==> src/design/sq3d_pkg.sv <==
package sq3d_pkg;

   // Stored components are offset binary around this value.
   localparam logic signed [15:0] CODE_CENTRE = 16'sd16384;

   // sqrt(2) in Q1.30, rounded.
   localparam logic [30:0] SQRT2_Q30 = 31'd1518500250;

   // Half an LSB of the Q1.15 result when the product is taken back from Q.30.
   localparam logic [45:0] SCALE_ROUND = 46'd536870912;

   // One in Q2.30: the radicand starts from here.
   localparam logic [31:0] ONE_Q30 = 32'd1073741824;

   localparam logic [15:0] Q_MAX = 16'd32767;

   // Permutation selector codes.
   localparam logic [1:0] MODE_W_FIRST  = 2'd0;
   localparam logic [1:0] MODE_W_SECOND = 2'd1;
   localparam logic [1:0] MODE_NEGATE   = 2'd2;
   localparam logic [1:0] MODE_W_LAST   = 2'd3;

   // Square root: one result bit per digit step, two radicand bits each.
   localparam int RAD_W  = 32;
   localparam int ROOT_W = 16;
   localparam int REM_W  = 19;
   localparam int ROOT_DIGITS = RAD_W / 2;
   localparam int ROOT_STEPS_PER_STAGE = 2;

   typedef struct packed {
      logic [1:0]         mode;
      logic signed [15:0] qa;
      logic signed [15:0] qb;
      logic signed [15:0] qc;
   } side_type;

   typedef struct packed {
      logic [RAD_W-1:0]  rad;
      logic [ROOT_W-1:0] root;
      logic [REM_W-1:0]  rem;
   } root_type;

   // One digit of the restoring square root. After all digits, root holds
   // floor(sqrt(rad)) and rem holds rad - root^2.
   function automatic root_type root_step(input root_type cur);
      root_type         nxt;
      logic [REM_W-1:0] rem_sh;
      logic [REM_W-1:0] trial;
      begin
         rem_sh = {cur.rem[REM_W-3:0], cur.rad[RAD_W-1 -: 2]};
         trial  = REM_W'({cur.root, 2'b01});
         nxt.rad = {cur.rad[RAD_W-3:0], 2'b00};
         if (rem_sh >= trial) begin
            nxt.rem  = rem_sh - trial;
            nxt.root = {cur.root[ROOT_W-2:0], 1'b1};
         end else begin
            nxt.rem  = rem_sh;
            nxt.root = {cur.root[ROOT_W-2:0], 1'b0};
         end
         return nxt;
      end
   endfunction

endpackage

==> src/design/sq3d_root_stage.sv <==
module sq3d_root_stage #(
   parameter int STEPS = 2
) (
   input  logic              clock,
   input  logic              reset,
   input  logic              in_valid,
   output logic              in_stall,
   input  sq3d_pkg::side_type in_side,
   input  sq3d_pkg::root_type in_root,
   output logic              out_valid,
   input  logic              out_stall,
   output sq3d_pkg::side_type out_side,
   output sq3d_pkg::root_type out_root
);
   import sq3d_pkg::*;

   logic     valid_ff;
   logic     load;
   side_type side_ff;
   root_type root_ff;
   root_type root_in;

   // The stage takes a new request whenever it is empty or its content moves on.
   assign load     = !valid_ff || !out_stall;
   assign in_stall = !load;

   always_comb begin
      root_in = in_root;
      for (int i = 0; i < STEPS; i++) begin
         root_in = root_step(root_in);
      end
   end

   always_ff @(posedge clock) begin
      if (reset) begin
         valid_ff <= 1'b0;
      end else if (load) begin
         valid_ff <= in_valid;
      end
   end

   always_ff @(posedge clock) begin
      if (load && in_valid) begin
         side_ff <= in_side;
         root_ff <= root_in;
      end
   end

   assign out_valid = valid_ff;
   assign out_side  = side_ff;
   assign out_root  = root_ff;

endmodule

==> src/design/smallest_three_quaternion_decoder.sv <==
// Decodes one smallest-three compressed rotation per clock into signed Q1.15
// x, y, z and w. Each request runs through 4 + ROOT_DIGITS/ROOT_STEPS_PER_STAGE
// register stages (12 with the default of two root digits per stage): scaling
// of the three codes by sqrt(2), squaring, radicand, the digit-by-digit square
// root spread over its stages, and a last stage that rounds, saturates and
// permutes into the output register. A new request is taken every cycle while
// the result side keeps up; a stall on the result side holds only the stages
// that are full, so bubbles ahead of it are still filled.
module smallest_three_quaternion_decoder #(
   parameter int ROOT_STEPS_PER_STAGE = sq3d_pkg::ROOT_STEPS_PER_STAGE
) (
   input  logic               clock,
   input  logic               reset,
   input  logic               req_valid,
   output logic               req_stall,
   input  logic [1:0]         req_mode,
   input  logic [14:0]        req_code_a,
   input  logic [14:0]        req_code_b,
   input  logic [14:0]        req_code_c,
   output logic               rsp_valid,
   input  logic               rsp_stall,
   output logic signed [15:0] rsp_comp_x,
   output logic signed [15:0] rsp_comp_y,
   output logic signed [15:0] rsp_comp_z,
   output logic signed [15:0] rsp_comp_w
);
   import sq3d_pkg::*;

   localparam int ROOT_STAGES = ROOT_DIGITS / ROOT_STEPS_PER_STAGE;

   // Recenters a code and scales it by sqrt(2), rounding half away from zero.
   function automatic logic signed [15:0] scale_code(input logic [14:0] code);
      logic signed [15:0] diff;
      logic signed [15:0] neg;
      logic [14:0]        mag;
      logic [45:0]        prod;
      logic [15:0]        mq;
      begin
         diff = $signed({1'b0, code}) - CODE_CENTRE;
         neg  = -diff;
         mag  = diff[15] ? neg[14:0] : diff[14:0];
         prod = 46'(mag) * 46'(SQRT2_Q30) + SCALE_ROUND;
         mq   = prod[45:30];
         return diff[15] ? -$signed(mq) : $signed(mq);
      end
   endfunction

   // Stage 1: scaled components.
   logic     v1_ff;
   logic     en1;
   side_type side1_ff;
   side_type side1_in;

   // Stage 2: squares.
   logic        v2_ff;
   logic        en2;
   side_type    side2_ff;
   logic [29:0] sq_a_ff;
   logic [29:0] sq_b_ff;
   logic [29:0] sq_c_ff;
   logic [31:0] sq_a_in;
   logic [31:0] sq_b_in;
   logic [31:0] sq_c_in;

   // Stage 3: clamped radicand.
   logic        v3_ff;
   logic        en3;
   side_type    side3_ff;
   logic [31:0] rad_ff;
   logic [31:0] sum_in;
   logic [31:0] rad_in;
   root_type    root_start;

   // Square root stages.
   logic     root_valid [0:ROOT_STAGES];
   logic     root_stall [0:ROOT_STAGES];
   side_type root_side  [0:ROOT_STAGES];
   root_type root_data  [0:ROOT_STAGES];

   // Output stage.
   logic               rsp_valid_ff;
   logic               en_out;
   logic signed [15:0] comp_x_ff;
   logic signed [15:0] comp_y_ff;
   logic signed [15:0] comp_z_ff;
   logic signed [15:0] comp_w_ff;
   logic signed [15:0] comp_x_in;
   logic signed [15:0] comp_y_in;
   logic signed [15:0] comp_z_in;
   logic signed [15:0] comp_w_in;
   logic [16:0]        rounded;
   logic signed [15:0] qw;
   side_type           side_last;
   root_type           root_last;

   // Each stage loads when it is empty or when the stage after it loads.
   assign en_out    = !rsp_valid_ff || !rsp_stall;
   assign en3       = !v3_ff || !root_stall[0];
   assign en2       = !v2_ff || en3;
   assign en1       = !v1_ff || en2;
   assign req_stall = !en1;

   // Stage 1.
   assign side1_in.mode = req_mode;
   assign side1_in.qa   = scale_code(req_code_a);
   assign side1_in.qb   = scale_code(req_code_b);
   assign side1_in.qc   = scale_code(req_code_c);

   always_ff @(posedge clock) begin
      if (reset) begin
         v1_ff <= 1'b0;
      end else if (en1) begin
         v1_ff <= req_valid;
      end
   end

   always_ff @(posedge clock) begin
      if (en1 && req_valid) begin
         side1_ff <= side1_in;
      end
   end

   // Stage 2. Each square is below 2^30.
   assign sq_a_in = $unsigned(32'(side1_ff.qa) * 32'(side1_ff.qa));
   assign sq_b_in = $unsigned(32'(side1_ff.qb) * 32'(side1_ff.qb));
   assign sq_c_in = $unsigned(32'(side1_ff.qc) * 32'(side1_ff.qc));

   always_ff @(posedge clock) begin
      if (reset) begin
         v2_ff <= 1'b0;
      end else if (en2) begin
         v2_ff <= v1_ff;
      end
   end

   always_ff @(posedge clock) begin
      if (en2 && v1_ff) begin
         side2_ff <= side1_ff;
         sq_a_ff  <= sq_a_in[29:0];
         sq_b_ff  <= sq_b_in[29:0];
         sq_c_ff  <= sq_c_in[29:0];
      end
   end

   // Stage 3. A sum of squares above one leaves nothing for the fourth component.
   assign sum_in = 32'(sq_a_ff) + 32'(sq_b_ff) + 32'(sq_c_ff);
   assign rad_in = (sum_in > ONE_Q30) ? '0 : ONE_Q30 - sum_in;

   always_ff @(posedge clock) begin
      if (reset) begin
         v3_ff <= 1'b0;
      end else if (en3) begin
         v3_ff <= v2_ff;
      end
   end

   always_ff @(posedge clock) begin
      if (en3 && v2_ff) begin
         side3_ff <= side2_ff;
         rad_ff   <= rad_in;
      end
   end

   assign root_start.rad  = rad_ff;
   assign root_start.root = '0;
   assign root_start.rem  = '0;

   assign root_valid[0] = v3_ff;
   assign root_side[0]  = side3_ff;
   assign root_data[0]  = root_start;

   for (genvar g = 0; g < ROOT_STAGES; g++) begin : g_root
      sq3d_root_stage #(
         .STEPS(ROOT_STEPS_PER_STAGE)
      ) u_stage (
         .clock    (clock),
         .reset    (reset),
         .in_valid (root_valid[g]),
         .in_stall (root_stall[g]),
         .in_side  (root_side[g]),
         .in_root  (root_data[g]),
         .out_valid(root_valid[g+1]),
         .out_stall(root_stall[g+1]),
         .out_side (root_side[g+1]),
         .out_root (root_data[g+1])
      );
   end

   assign root_stall[ROOT_STAGES] = !en_out;

   // Output stage: round to nearest, saturate, then place the components.
   assign side_last = root_side[ROOT_STAGES];
   assign root_last = root_data[ROOT_STAGES];

   always_comb begin
      rounded = 17'(root_last.root);
      if (17'(root_last.rem) > 17'(root_last.root)) begin
         rounded = rounded + 17'd1;
      end
      qw = (rounded > 17'(Q_MAX)) ? $signed(Q_MAX) : $signed(rounded[15:0]);
   end

   always_comb begin
      case (side_last.mode)
         MODE_W_FIRST: begin
            comp_x_in = qw;
            comp_y_in = side_last.qa;
            comp_z_in = side_last.qb;
            comp_w_in = side_last.qc;
         end
         MODE_W_SECOND: begin
            comp_x_in = side_last.qa;
            comp_y_in = qw;
            comp_z_in = side_last.qb;
            comp_w_in = side_last.qc;
         end
         MODE_NEGATE: begin
            comp_x_in = -side_last.qa;
            comp_y_in = -side_last.qb;
            comp_z_in = -qw;
            comp_w_in = -side_last.qc;
         end
         MODE_W_LAST: begin
            comp_x_in = side_last.qa;
            comp_y_in = side_last.qb;
            comp_z_in = side_last.qc;
            comp_w_in = qw;
         end
         default: begin
            comp_x_in = side_last.qa;
            comp_y_in = side_last.qb;
            comp_z_in = side_last.qc;
            comp_w_in = qw;
         end
      endcase
   end

   always_ff @(posedge clock) begin
      if (reset) begin
         rsp_valid_ff <= 1'b0;
      end else if (en_out) begin
         rsp_valid_ff <= root_valid[ROOT_STAGES];
      end
   end

   always_ff @(posedge clock) begin
      if (en_out && root_valid[ROOT_STAGES]) begin
         comp_x_ff <= comp_x_in;
         comp_y_ff <= comp_y_in;
         comp_z_ff <= comp_z_in;
         comp_w_ff <= comp_w_in;
      end
   end

   assign rsp_valid  = rsp_valid_ff;
   assign rsp_comp_x = comp_x_ff;
   assign rsp_comp_y = comp_y_ff;
   assign rsp_comp_z = comp_z_ff;
   assign rsp_comp_w = comp_w_ff;

endmodule

==> config.mk <==
export PLATFORM = sky130hd
export DESIGN_NAME = smallest_three_quaternion_decoder
export DESIGN_NICKNAME = d
export VERILOG_FILES = /design/src/design/sq3d_pkg.sv /design/src/design/sq3d_root_stage.sv /design/src/design/smallest_three_quaternion_decoder.sv
export SDC_FILE = /design/constraint.sdc
export NUM_CORES = 2
export LEC_CHECK = 0
export ABC_AREA = 1
export BUFFER_PORTS_ARGS = -buffer_cell sky130_fd_sc_hd__buf_2
export CAP_MARGIN = 25
export CORE_ASPECT_RATIO = 0.8
export CORE_MARGIN = 2
export CORE_UTILIZATION = 55
export CTS_CLUSTER_SIZE = 8
export DETAILED_ROUTE_END_ITERATION = 10
export PLACE_DENSITY = 0.69
export SLEW_MARGIN = 20
export SYNTH_ARGS = -nofsm -noshare
export SYNTH_HDL_FRONTEND = slang
export SYNTH_SLANG_ARGS = --single-unit
export TNS_END_PERCENT = 1
==> constraint.sdc <==
create_clock -name clock -period 17.3 [get_ports clock]
set_input_delay 1.73 -clock clock [delete_from_list [all_inputs] [get_ports clock]]
set_output_delay 1.73 -clock clock [all_outputs]
set_load 0.01 [all_outputs]
==> results.json <==
{
  "cts_setup_buffers": 0,
  "dr_wl_met3_um": 19400,
  "cp_max_fo": 21,
  "drt-initial-drc-count": 6405,
  "criticalPathCategory": "input port to flop",
  "synthFlopType": "edfxtp_1",
  "skew_ps": 46.3,
  "cpMaxStageDelayCell": "xor2_1",
  "grt_antenna_before_repair": 5,
  "grt_pass1_vias": 77500,
  "drive_gt1_frac": 0.0549,
  "r2r-start": "side1_ff[23]$_DFFE_PP_",
  "htree_levels": 4,
  "hp-class": "flop to flop",
  "gp_congestion": 0.958,
  "synth-seq-cells": 1055,
  "finish.utilization": 0.596,
  "clk_latency_ps": 770,
  "dieWidth_um": 490,
  "hold_viol_final": 0,
  "detail_route.wirelength_um": 255000,
  "status": "finished clean",
  "route.met2.wl_um": 110000,
  "gr-usage-all-layers": 0.276,
  "ys_warn_count": 0,
  "synth-seq-area-share": 0.304,
  "synth_area_sq_mm": 0.104,
  "wl_per_cell_um": 17.9,
  "initial_core_util": 0.554,
  "dpl.hpwl_um": 208000,
  "synth_edf_count": 1043,
  "critical-path-max-stage-delay_ps": 890,
  "reg2reg_depth": 22,
  "top_layer": "met4",
  "synth.lib_cells_used.distinct": 86,
  "post_cts_resize_count": 0,
  "root_buffer": "clkbuf_16",
  "dr_total_vias": 75200,
  "required_ps": 17810,
  "postRouteAntennaNets": 0,
  "io_pins": 117,
  "path_clk_slew_ps": 60,
  "cts_hold_buffers": 0,
  "fin_setup_tns_ps": 0,
  "port-buffer-count": 116,
  "worst_pin_slew_ps": 1090,
  "syn_inst": 11500,
  "async_flop_share": 0,
  "syn_to_final_growth_pct": 7.53,
  "finalNetCount": 13900,
  "dpl_worst_slack_ps": 7030,
  "max_slew_margin": 0.272,
  "clock-sinks": 1055,
  "dieArea_sq_mm": 0.192,
  "rr_endpoint": "sq_b_ff[27]$_DFFE_PP_",
  "rsz0062_at_grt": "false",
  "drc": 0,
  "post-route-period-util": 0.556,
  "arrival_ps": 10120,
  "cts_buffers": 152,
  "placed_cells": 14100,
  "drv_slew": 0,
  "fin_ws_ps": 7690,
  "worstSetupStartpointType": "input port",
  "avgViaCountPerCell": 5.27,
  "grt_pass1_wl_um": 417000,
  "maxCapViolCount": 0,
  "crit_end": "side1_ff[46]$_DFFE_PP_",
  "syn_area_per_cell_sq_um": 9.00,
  "final_cells": 14300,
  "rrSetupSlack_ps": 10100,
  "drt-met1-wl_um": 121000,
  "post-route-min-period_ps": 9610,
  "dieHeight_um": 392,
  "endpoint_kind": "flop",
  "cts_tree": "done",
  "crit_start": "req_code_a[14]",
  "fmax_mhz": 104,
  "max-clock-path-buffers": 3,
  "grt_start_max_net_pins": 86,
  "grt_overflow": 0,
  "core_region_area_sq_mm": 0.187,
  "fp-row-count": 142,
  "finalSetupViolCount": 0,
  "drt_first_pass_iters": 6,
  "worstHoldStart": "side2_ff[7]$_DFFE_PP_"
}
-- synth_stat cells (all sizes together), types with 8 or more instances --
cell type	instances	area [sq um]
xnor2	136	1190
o211ai	25	193
o21ai	353	1840
edfxtp	1043	31300
ha	1006	12600
buf	22	189
inv	2911	10900
o31ai	8	60.1
nor2	683	2860
fa	1091	21800
clkbuf	122	468
nand3b	29	230
o21bai	30	229
a21o	21	158
dfxtp	12	240
o22ai	8	50.1
o21a	14	113
nand2	2480	9500
and2	10	65.1
xor2	293	2600
or2	44	275
a21oi	398	2050
a211oi	9	67.6
nor4	27	218
nand4	147	947
nor3	130	758
a31oi	23	144
nand3	374	1990
a21boi	9	67.6
o221ai	20	175
-- state kept, by name, summed over array words and instances, names as in the netlist, 8 cells and up --
name	count
sq_b_ff	28
rsp_comp_y	16
sq_a_ff	28
rsp_comp_x	16
g_root.u_stage.out_root	313
rsp_comp_w	16
sq_c_ff	28
g_root.u_stage.out_side	400
g_root.u_stage.out_valid	8
rad_ff	32
rsp_comp_z	16
root_side	50
side2_ff	50
side1_ff	50
-- placed cells by master (no fill, tap or decap), drive strengths merged, types with 160 or more instances in the layout --
master  count
xor2      293
o21ai     353
clkbuf    160
nor2      683
inv      2913
edfxtp   1043
nand2    2480
ha       1006
buf       173
nand3     374
a21oi     398
fa       1091
-- metrics by stage --
stage | area (sq um) | hold slack (ps)
5_1_grt | 112000 | 413
3_3_place_gp | 107000 | 402
4_1_cts | 111000 | 398
2_1_floorplan | 104000 | 400
6_report | 112000 | 398
3_5_place_dp | 107000 | 405
-- worst min-delay path by stage --
stage                                                           to  slack (ps)  depth (start not counted)
after floorplan           g_root[0].u_stage.out_root[39]$_DFFE_PP_         400                          0
after global placement                      side2_ff[48]$_DFFE_PP_         400                          0
after detailed placement   g_root[0].u_stage.out_side[8]$_DFFE_PP_         400                          0
after CTS                                 root_side[407]$_DFFE_PP_         400                          0
after global routing                      root_side[407]$_DFFE_PP_         410                          0
final                                     root_side[407]$_DFFE_PP_         400                          0
-- per-layer routing --
metal / vias up / track usage
met4: 0 / 0.0516
met3: 282 / 0.0467
li1: 36200 / -
met5: - / 0
met2: 2348 / 0.424
met1: 36400 / 0.415
-- cells by family after synthesis --
| family | share of synthesized area |
|---|---|
| and+or+nand+nor | 0.163 |
| buffers and inverters | 0.112 |
| adders and majority gates | 0.332 |
| DFF | 0.304 |
| AOI/OAI and AO/OA | 0.0518 |
| xor gates and xnor gates | 0.0366 |
| other | 0.0000724 |
| muxes | 0.000109 |
-- worst max-delay path: cells and delay by family --
kind            cells  cell delay, ps
simple gates       16            1840
buf+inv            10            1460
compound gates      3             770
fa+ha+maj           8            3410
xor+xnor            1             890
-- area by class of cell --
class | count | area (sq um)
tap | 2520 | 3150
clock buffer | 160 | 3840
clock inverter | 21 | 318
fill | 16100 | 75700
inverter | 2914 | 11000
timing repair buffer | 173 | 1030
antenna | 2 | 5.00
sequential | 1055 | 31600
multi-input combinational | 7412 | 60700
Power is not shown: default switching activity piles up to over one toggle a cycle in this logic, so the estimate is an artifact.
